==> src/hw/rtl/insertion_sorter_defines.svh <==
// Assertion helpers used by the sorter RTL.
`ifndef INSERTION_SORTER_DEFINES_SVH
`define INSERTION_SORTER_DEFINES_SVH

// Checked only outside reset.
`define ISORT_ASSERT(lbl, clk, rst_n, prop, msg) \
    lbl: assert property (@(posedge clk) disable iff (!rst_n) prop) else $error(msg);

// Checked at every edge, reset included.
`define ISORT_ASSERT_ALWAYS(lbl, clk, prop, msg) \
    lbl: assert property (@(posedge clk) prop) else $error(msg);

`endif

==> src/hw/rtl/isort_pkg.sv <==
`default_nettype none
package isort_pkg;

    localparam int DATA_W = 32;

    typedef struct packed {
        logic                     valid;
        logic signed [DATA_W-1:0] data;
    } t_slot;

    typedef struct packed {
        logic                     insert;
        logic                     pop;
        logic signed [DATA_W-1:0] value;
    } t_cell_ctrl;

endpackage
`default_nettype wire

==> src/hw/rtl/isort_cell.sv <==
`default_nettype none
module isort_cell
    import isort_pkg::*;
(
    input  wire logic       i_clk,
    input  wire logic       i_rst_n,
    input  wire t_cell_ctrl i_ctrl,
    input  wire t_slot      i_left,
    input  wire logic       i_left_take,
    input  wire t_slot      i_right,
    output t_slot           o_slot,
    output logic            o_take
);

    logic                     r_valid;
    logic signed [DATA_W-1:0] r_data;
    logic                     n_valid;
    logic signed [DATA_W-1:0] n_data;
    logic                     w_gt;

    // Strictly greater: equal values stay ahead of the newcomer.
    assign w_gt   = r_valid && (r_data > i_ctrl.value);
    assign o_take = w_gt || !r_valid;
    assign o_slot = '{valid: r_valid, data: r_data};

    always_comb begin
        n_valid = r_valid;
        n_data  = r_data;
        if (i_ctrl.pop) begin
            // advance toward the head
            n_valid = i_right.valid;
            n_data  = i_right.data;
        end else if (i_ctrl.insert && o_take) begin
            // shift right, or take the new value where the gap opens
            n_valid = r_valid || i_left.valid;
            n_data  = i_left_take ? i_left.data : i_ctrl.value;
        end
    end

    always_ff @(posedge i_clk) begin
        if (!i_rst_n) begin
            r_valid <= 1'b0;
        end else begin
            r_valid <= n_valid;
        end
        r_data <= n_data;
    end

endmodule
`default_nettype wire
==> config.mk <==
export PLATFORM = sky130hd
export DESIGN_NAME = isort_cell
export DESIGN_NICKNAME = d
export VERILOG_FILES = /design/src/hw/rtl/insertion_sorter_defines.svh /design/src/hw/rtl/isort_pkg.sv /design/src/hw/rtl/isort_cell.sv
export SDC_FILE = /design/constraint.sdc
export NUM_CORES = 1
export LEC_CHECK = 0
export ABC_AREA = 0
export BUFFER_PORTS_ARGS = -buffer_cell sky130_fd_sc_hd__buf_2
export CORE_MARGIN = 10
export CORE_UTILIZATION = 46
export CTS_BUF_LIST = sky130_fd_sc_hd__clkbuf_2
export CTS_CLUSTER_SIZE = 8
export DETAILED_ROUTE_END_ITERATION = 8
export HOLD_SLACK_MARGIN = 0.05
export PLACE_DENSITY = 0.82
export SLEW_MARGIN = 10
export SYNTH_ARGS = -nofsm -noshare
export SYNTH_HDL_FRONTEND = slang
export SYNTH_SLANG_ARGS = --single-unit
==> constraint.sdc <==
create_clock -name i_clk -period 5.95 [get_ports i_clk]
set_input_delay 0.8925 -clock i_clk [delete_from_list [all_inputs] [get_ports i_clk]]
set_output_delay 0.8925 -clock i_clk [all_outputs]
set_load 0.01 [all_outputs]
==> results_dict.tcl, run 1 <==
set metrics [dict create \
    outcome "complete, no violations" \
    reg2reg_depth 7 \
    seq_area_sq_um 981 \
    ys_warn_count 0 \
    final_area_sq_um 3260 \
    path_max_fanout 3 \
    syn-cell-area_sq_um 2480 \
    p_leak_nw 1.76 \
    yosysUniqueCellTypes 26 \
    drv_slew 0 \
    hpwl_um 6310 \
    rows 26 \
    cts_buffers 5 \
    dieWidth_um 93.4 \
    clock_path_buffers 2 \
    io_buffers 136 \
    ir_drop_mv 0.0823 \
    multi_input_area_sq_um 1330 \
    antenna_found_initial 0 \
    grt_pass1_vias 2684 \
    cpPeakStageDelay_ns 0.35 \
    hold_class "flop to flop" \
    firstDrtPassIters 4 \
    layout_commonest_cell "buf_2" \
    switching_power_uw 209 \
    cp.arrival_ns 2.80 \
    grt_overflow 0 \
    maxCapViolCount 0 \
    ios 137 \
    yosysSeqAreaShare 0.395 \
    power_frac_seq 0.489 \
    cts_sinks 33 \
    post_drt_wl_per_cell_um 16.0 \
    crit_path_end_kind "output port" \
    syn-num-nets 399 \
    ys_top_cells_by_area "edfxtp_1 39%, ha_1 16%, mux2i_1 13%" \
    worst_ep_required_time_ns 5.06 \
    via_count 2368 \
    postCtsResizedCells 0 \
    fill_cells 483 \
    postPlaceCellArea_sq_um 3220 \
    antennaDiodeCount 0 \
    clock_skew_ns 0.0204 \
    routed_via_density 5.07 \
    timing.final.crit_period_ns 3.69 \
    antenna_left 0 \
    netlist_instances 264 \
    initialDrtViolationCount 101 \
    critPathSlowestCell "a221o_1" \
    critical_path_class "primary input to output port" \
    worst_pin_slew_ns 0.983 \
    rsz0062_at_grt "false" \
    gr-usage-all-layers 0.171 \
    path_cells "buf_2, inv_1, ha_1, a21oi_1, nand2_1, a221o_1, a211o_1, a211oi_2, o21ai_0, buf_2" \
    grt_pass1_wl_um 12200 \
    syn_to_final_growth_pct 31.5 \
    die_area_sq_um 8730 \
    path_clk_slew_ns 0.19 \
    cts_htree_levels 2 \
    drc 0 \
    p_per_area_nw_per_um2 191 \
    start_util 0.480 \
    finalPower_uw 624 \
    ctsHoldBuffers 0 \
    hold_viol_final 0 \
    cts_tree "done" \
    timing.hold.ws_ns 0.572 \
    gp_congestion 0.829 \
    postCtsSetupRepairBufs 0 \
    postRouteWirelength_um 7480 \
    most-common-layout-cells "136 x buf_2, 40 x nand2_1, 40 x o21ai_0, 35 x inv_1" \
    fin_crit_sh 0.620 \
    clock-root-buffer "clkbuf_2" \
    swShare 0.336 \
    slew_headroom 0.345 \
    final_layout_size_suffix_gt1_frac 0.370 \
    synth.largest_area_cell "edfxtp_1" \
    grt_start_max_net_pins 66 \
    synth-seq-cells 33 \
    synth.avg_cell_area_sq_um 9.40 \
    crit_top_cell "buf_2" \
    core-area_sq_um 5170 \
    cp-start-kind "primary input" \
    p_int_uw 415 \
    finalNetCount 531 \
    setup_viol 0 \
    p_clk_frac 0.175 \
    fp.dieH_um 93.4 \
    clk-insertion-delay-late_ns 0.38 \
    setup_tns_ns 0 \
    hold_depth 2 \
    p_comb_frac 0.336 \
    fmax_mhz 271 \
    netlist.area_leader.share 0.387 \
]
worst max-delay path: cells and delay by family:
family          cells  cell delay [ns]
simple gates        1             0.10
compound gates      5             1.20
fa+ha+maj           1             0.31
buf+inv             3             0.28
routing by layer:
metal / global-route usage / wire length (um) / vias up
li1: - / - / 1204
met1: 0.183 / 3120 / 1039
met2: 0.300 / 3480 / 112
met3: 0.0671 / 735 / 13
met4: 0.0566 / 150 / 0
met5: 0 / 0 / -
state kept, by name, indices dropped and copies added (netlist names):
name     count
r_valid      1
r_data      32
per-stage QoR:
stage	utilization	worst slack, ns	cells
detailed placement	0.623	2.18	459
floorplan	-	1.00	264
finish	0.631	2.26	467
global placement	0.623	2.28	459
global route	0.631	2.08	467
CTS	0.631	2.25	467
synthesized netlist by cell type, drive strengths merged:
library cell / count
nand2: 40
o21ai: 40
inv: 35
edfxtp: 32
ha: 32
mux2i: 32
a21oi: 14
clkbuf: 8
nand4: 6
buf: 4
nand3: 3
nor2: 3
a211oi: 2
a21o: 2
nor4: 2
a211o: 1
a221o: 1
a221oi: 1
and4: 1
dfxtp: 1
nand2b: 1
nand3b: 1
nor3: 1
o311ai: 1
logic make-up (layout without fill, tap and decap cells):
| family | Yosys count | count (layout) | synth area share |
|---|---|---|---|
| AO/OA/AOI/OAI | 62 | 62 | 0.138 |
| adder cells (fa/ha/maj) | 32 | 32 | 0.161 |
| buffers and inverters | 47 | 180 | 0.0741 |
| flip-flops | 33 | 33 | 0.395 |
| multiplexers | 32 | 32 | 0.129 |
| AND/OR/NAND/NOR | 58 | 58 | 0.102 |
final cells by class:
type,count,area share
flip-flops and latches,33,0.301
repair buffers,137,0.211
multi-input cells,184,0.409
inverters,35,0.0403
well taps,70,0.0269
clock buffers,6,0.00921
clock inverters,2,0.00307
power by group through the flow:
stage / clock network [mW] / registers, mW / logic [mW]
6_report: 0.109 / 0.305 / 0.210
5_1_grt: 0.124 / 0.309 / 0.239
4_1_cts: 0.113 / 0.305 / 0.213
3_5_place_dp: 0 / 0.311 / 0.212
3_3_place_gp: 0 / 0.309 / 0.205
2_1_floorplan: 0 / 0.324 / 0.101
path summary, 6_finish.rpt:
kind / start / end / slack, ns
setup / recovery: i_ctrl[14] / o_take / 2.26
hold / removal: r_valid / r_valid / 0.57
setup reg to reg: r_data[14] / r_data[28] / 2.86
hold reg to reg: r_valid / r_valid / 0.57
Note: power is estimated with default switching activity, not from simulation.
==> run 2: changes to the inputs <==
ABC_AREA = 1   (was 0)
CORE_UTILIZATION = 47   (was 46)
PLACE_DENSITY = 0.83   (was 0.82)
clock period = 3.82 ns   (was 5.95 ns; I/O delays follow)
==> run 2 against run 1 <==
  * First-iteration DRC count rose by 16%
  * Final cell count rose by 8.8%
  * Clock power rose by 57%
  * Flip-flop and latch count did not move
  * Combinational power rose by 56%
  * Critical path depth rose by 4
  * Global-route usage fell by 1.0 points
  * Sequential power rose by 52%
  * Utilization fell by 1.6 points
  * Setup slack got worse by 1.1 ns
  * Clock-buffer cell count rose by 1
  * Critical endpoint unchanged
  * Largest cell class unchanged
==> results_dict.tcl, run 2 <==
set metrics [dict create \
    ys_top_cells_by_area "edfxtp_1 37%, ha_1 15%, nand2_1 10%" \
    antennaDiodeCount 0 \
    most-common-layout-cells "136 x buf_2, 72 x nand2_1, 44 x inv_1, 32 x ha_1, 32 x edfxtp_1" \
    antenna_left 0 \
    postCtsSetupRepairBufs 0 \
    cpPeakStageDelay_ns 0.44 \
    slew_headroom 0.328 \
    ys.flop_type "edfxtp_1" \
    netlist.area_leader.share 0.369 \
    setup_viol 0 \
    rr_startpoint "r_data[23]" \
    cts_htree_levels 2 \
    stdcell_count 508 \
    cpLargestDelayFamily "simple AND/OR/NAND/NOR gates" \
    synth_most_common_cell "nand2_1" \
    clock_skew_ns 0.0222 \
    reg.largest.list "r_data (32), r_valid (1)" \
    hold_viol_final 0 \
    crit_buf_inv 1 \
    antenna_found_initial 0 \
    clock-root-buffer "clkbuf_2" \
    cts_buffers 5 \
    rows 27 \
    timing.final.crit_period_ns 2.70 \
    drc 0 \
    fin_crit_sh 0.706 \
    rsz0062_at_grt "false" \
    initialDrtViolationCount 117 \
    yosysUniqueCellTypes 24 \
    cp.arrival_ns 2.12 \
    path_cells "ha_1, nand2_1, nand2_1, nand2_1, nand2_1, nand2_1, nand3_1, a21oi_1, nand2_1, nand2_1, nand2_1, nand2_1, nand2_2, buf_2" \
    worst_ep_required_time_ns 3.25 \
    final_layout_size_suffix_gt1_frac 0.353 \
    path_max_fanout 2 \
    finalPower_uw 962 \
    io_buffers 136 \
    fmax_mhz 371 \
    post_drt_wl_per_cell_um 14.7 \
    synthArstFlopShare 0 \
    clk-insertion-delay-late_ns 0.38 \
    ys_warn_count 0 \
    via_count 2519 \
    routed_via_density 4.96 \
    drv_slew 0 \
    core-area_sq_um 5440 \
    gr-usage-all-layers 0.161 \
    fp.dieH_um 94.4 \
    synth-edff-count 32 \
    postCtsResizedCells 0 \
    fill_cells 509 \
    cp-startpoint "r_data[17]" \
    timing.hold.ws_ns 0.420 \
    ir_drop_mv 0.175 \
    yosysSeqAreaShare 0.377 \
    ctsHoldBuffers 0 \
    gp_congestion 0.816 \
    p_leak_nw 1.72 \
    synth.largest_area_cell "edfxtp_1" \
    netlist_instances 306 \
    p_per_area_nw_per_um2 288 \
    crit_path_end_kind "output port" \
    clock_path_buffers 2 \
    layout_commonest_cell "buf_2" \
    hpwl_um 6200 \
    grt_pass1_vias 2603 \
    ios 137 \
    path_clk_slew_ns 0.18 \
    grt_pass1_wl_um 11600 \
    start_util 0.479 \
    syn-cell-area_sq_um 2600 \
    maxCapViolCount 0 \
    die_area_sq_um 8920 \
    largest-register "r_data" \
    fin_util 0.615 \
    critical_path_class "flop to output port" \
    synth-seq-cells 33 \
    yosys-top-cells-count "72 x nand2_1, 45 x inv_1, 32 x edfxtp_1, 32 x ha_1" \
    postRouteWirelength_um 7460 \
    grt_start_max_net_pins 63 \
    syn-num-nets 441 \
    cts_tree "done" \
    dp_cells 500 \
    grt_overflow 0 \
    cts_sinks 33 \
    finalNetCount 570 \
    hold_class "primary input to flop" \
    syn_to_final_growth_pct 28.4 \
    hold_start "i_rst_n" \
    firstDrtPassIters 4 \
    largest_reg_flops 32 \
    crit_top_cell "nand2_1" \
    setup_tns_ns 0 \
    outcome "complete, no violations" \
    critPathSlowestCell "edfxtp_1" \
    cp-start-kind "flop" \
    synth.avg_cell_area_sq_um 8.51 \
    dieWidth_um 94.4 \
    worst_pin_slew_ns 1.01 \
]
## run 2: changes by cell type in the layout (fill, tap and decap cells not counted), moves of 2 or more
cell / previous run / this run
o211ai_1: 0 / 29
nand4_1: 6 / 2
nand2_1: 40 / 72
inv_1: 35 / 44
mux2i_1: 32 / 0
nand2_2: 0 / 5
nor2_1: 3 / 13
nor4_1: 2 / 0
o21a_1: 0 / 29
a21oi_1: 14 / 19
o21ai_0: 40 / 2
clkinv_2: 2 / 0
## run 2: area by class of cell
type                            instances  area, sq um  area share
Sequential cell                        33          981       0.293
Inverter                               45          169      0.0505
Clock buffer                            7         35.0      0.0105
Clock inverter                          1         3.75     0.00112
Multi-Input combinational cell        213         1380       0.412
Timing Repair Buffer                  137          688       0.206
Tap cell                               72         90.1      0.0269
## run 2: kinds of logic (layout without fill, tap and decap cells)
logic type | count (synthesis) | after routing | share of synthesized area
buffers and inverters | 60 | 190 | 0.0947
adder cells (fa/ha/maj) | 32 | 32 | 0.154
flip-flops | 33 | 33 | 0.377
AO/OA/AOI/OAI | 83 | 83 | 0.220
AND/OR/NAND/NOR | 98 | 98 | 0.155
## run 2: report_power, final
part | internal [mW] | switching (mW)
Sequential | 0.445 | 0.0189
Clock | 0.0490 | 0.122
Combinational | 0.147 | 0.180
Total | 0.641 | 0.321
## run 2: per-layer routing
layer  global-route usage  wire, um  up-vias
met3               0.0341       452       12
met5                    0         0        -
li1                     -         -     1309
met2                0.300      3960       72
met1                0.169      2900     1126
met4               0.0684       152        0
## run 2: metrics by stage
step	cell area [sq um]	setup WS [ns]
finish	3340	1.12
global route	3340	0.836
CTS	3340	1.07
detailed placement	3300	0.895
global placement	3300	0.942
floorplan	2600	1.30
## run 2: worst register-to-register path: cells and delay by family (launching register included)
kind / cells / cell delay [ns]
and+or+nand+nor: 12 / 1.46
DFF: 1 / 0.45
adders and majority gates: 1 / 0.31
## run 2: worst paths after layout
path / endpoint / slack [ns] / depth (start not counted)
min reg2reg: r_valid / 0.63 / 4
min: r_valid / 0.42 / 3
max: o_take / 1.12 / 14
max reg2reg: r_data[8] / 1.21 / 13
==> run 3: changes to the inputs <==
clock period = 2.73 ns   (was 3.82 ns; I/O delays follow)
==> run 3 against run 2 <==
  * First-iteration DRC count shrank 29%
  * Non-clock buffer count is 7 higher
  * Routed wire length is 6.7% higher
  * Flip-flop and latch count unchanged
  * Global-route usage rose by 1.6 points
  * Critical path depth unchanged
  * Total power rose by 54%
  * Largest cell class unchanged
==> results_dict.tcl, run 3 (synthesized netlist as in run 2, its figures left out) <==
set metrics [dict create \
    outcome "complete, no violations" \
    cts_sinks 33 \
    cts_buffers 5 \
    postRouteWirelength_um 7960 \
    path_max_fanout 2 \
    seq_area_sq_um 981 \
    cpPeakStageDelay_ns 0.46 \
    ctsHoldBuffers 0 \
    path_cells "ha_1, a21oi_1, nor2_1, nor2_1, nand2_1, nand2_1, nand2_1, nand2_1, nand2_1, nand2_1, nand2_1, nand2_1, nand2_2, buf_6" \
    post_drt_wl_per_cell_um 15.4 \
    maxCapViolCount 0 \
    postPlaceCellArea_sq_um 3330 \
    antenna_found_initial 0 \
    dp_slack_ns 0.295 \
    reg2reg_depth 17 \
    routed_via_density 5.03 \
    critical_path_class "flop to output port" \
    worst_pin_slew_ns 0.592 \
    most-common-layout-cells "135 x buf_2, 70 x nand2_1, 44 x inv_1, 32 x edfxtp_1" \
    hold_viol_final 0 \
    ios 137 \
    layout_commonest_cell "buf_2" \
    die_area_sq_um 8920 \
    hpwl_um 6410 \
    clock_skew_ns 0.0263 \
    gr-usage-all-layers 0.177 \
    drv_slew 0 \
    largest-register "r_data" \
    via_count 2595 \
    fill_cells 490 \
    fp.dieH_um 94.4 \
    start_util 0.479 \
    worst_ep_required_time_ns 2.32 \
    io_buffers 136 \
    grt_pass1_wl_um 12800 \
    clock_path_buffers 2 \
    grt_overflow 0 \
    hold_class "primary input to flop" \
    cts_htree_levels 2 \
    stdcell_count 516 \
    cts_tree "done" \
    dieWidth_um 94.4 \
    firstDrtPassIters 4 \
    setup_slack_ns 0.207 \
    syn_to_final_growth_pct 34.0 \
    crit_top_cell "nand2_1" \
    cp-start-kind "flop" \
    timing.hold.ws_ns 0.241 \
    finalPower_mw 1.48 \
    finalNetCount 577 \
    crit_path_end_kind "output port" \
    ff2ff_setup_slack_ns 0.31 \
    grt_start_max_net_pins 63 \
    fmax_mhz 396 \
    antenna_left 0 \
    rows 27 \
    cp-endpoint "o_take" \
    fin_crit_sh 0.924 \
    reg.largest.list "r_data (32), r_valid (1)" \
    rr_endpoint "r_data[17]" \
    largest_reg_flops 32 \
    path_clk_slew_ns 0.20 \
    rsz0062_at_grt "true" \
    multi_input_area_sq_um 1440 \
    core-area_sq_um 5440 \
    clk-insertion-delay-late_ns 0.40 \
    critPathSlowestCell "edfxtp_1" \
    final_area_sq_um 3490 \
    final_layout_size_suffix_gt1_frac 0.386 \
    dp_cells 504 \
    ir_drop_mv 0.226 \
    p_per_area_nw_per_um2 426 \
    grt_pass1_vias 2824 \
    setup_viol 0 \
    cp.arrival_ns 2.11 \
    initialDrtViolationCount 83 \
    cp-startpoint "r_data[5]" \
    slew_headroom 0.605 \
    clock-root-buffer "clkbuf_2" \
    drc 0 \
    timing.final.crit_period_ns 2.52 \
    p_leak_nw 1.77 \
    rr_startpoint "r_data[7]" \
    gp_congestion 0.805 \
]
run 3: changes by cell type in the layout (fill, tap and decap cells not counted), sizes merged:
| cell | delta |
|---|---|
| diode | +1 |
| clkbuf | -1 |
| buf | +7 |
| bufinv | +1 |
run 3: stage by stage:
| stage | utilization | TNS [ns] |
|---|---|---|
| floorplan | - | 0 |
| global placement | 0.613 | 0 |
| detailed placement | 0.613 | 0 |
| CTS | 0.625 | 0 |
| global route | 0.641 | -0.0142 |
| finish | 0.641 | 0 |
run 3: power by group:
part / internal, mW / total, mW / switching, mW
clock network: 0.156 / 0.336 / 0.180
logic: 0.230 / 0.496 / 0.266
registers: 0.622 / 0.653 / 0.0303
run 3: what timing repair did:
action	CTS	global route
setup endpoints to repair	0	1
gates resized for setup	0	12
setup buffers	0	3
hold endpoints to repair	0	0
run 3: area by class of cell:
class | instances | area share
Multi-Input combinational cell | 213 | 0.411
Sequential cell | 33 | 0.281
Timing Repair Buffer | 144 | 0.214
Inverter | 45 | 0.0484
Tap cell | 72 | 0.0258
Clock inverter | 2 | 0.00968
Clock buffer | 6 | 0.00861
Antenna cell | 1 | 0.000717
run 3: worst min path at each step:
stage / start / end / slack, ns / cells after the start
finish: i_rst_n / r_valid / 0.24 / 3
global route: i_rst_n / r_valid / 0.22 / 3
CTS: i_rst_n / r_valid / 0.22 / 3
detailed placement: r_valid / r_valid / 0.60 / 4
global placement: r_valid / r_valid / 0.59 / 4
floorplan: i_rst_n / r_valid / 0.55 / 2
run 3: worst max-delay path, delay by kind of cell, from the launching register on:
family,cells,cell delay [ns]
fa+ha+maj,1,0.31
simple gates,11,0.65
buf+inv,1,0.13
compound gates,1,0.17
flops,1,0.46
run 3: metal layers:
metal | share of wire | global-route usage | vias up
li1 | - | - | 1324
met2 | 0.52 | 0.315 | 98
met4 | 0.034 | 0.0911 | 0
met3 | 0.061 | 0.0381 | 19
met5 | 0 | 0 | -
met1 | 0.38 | 0.193 | 1154
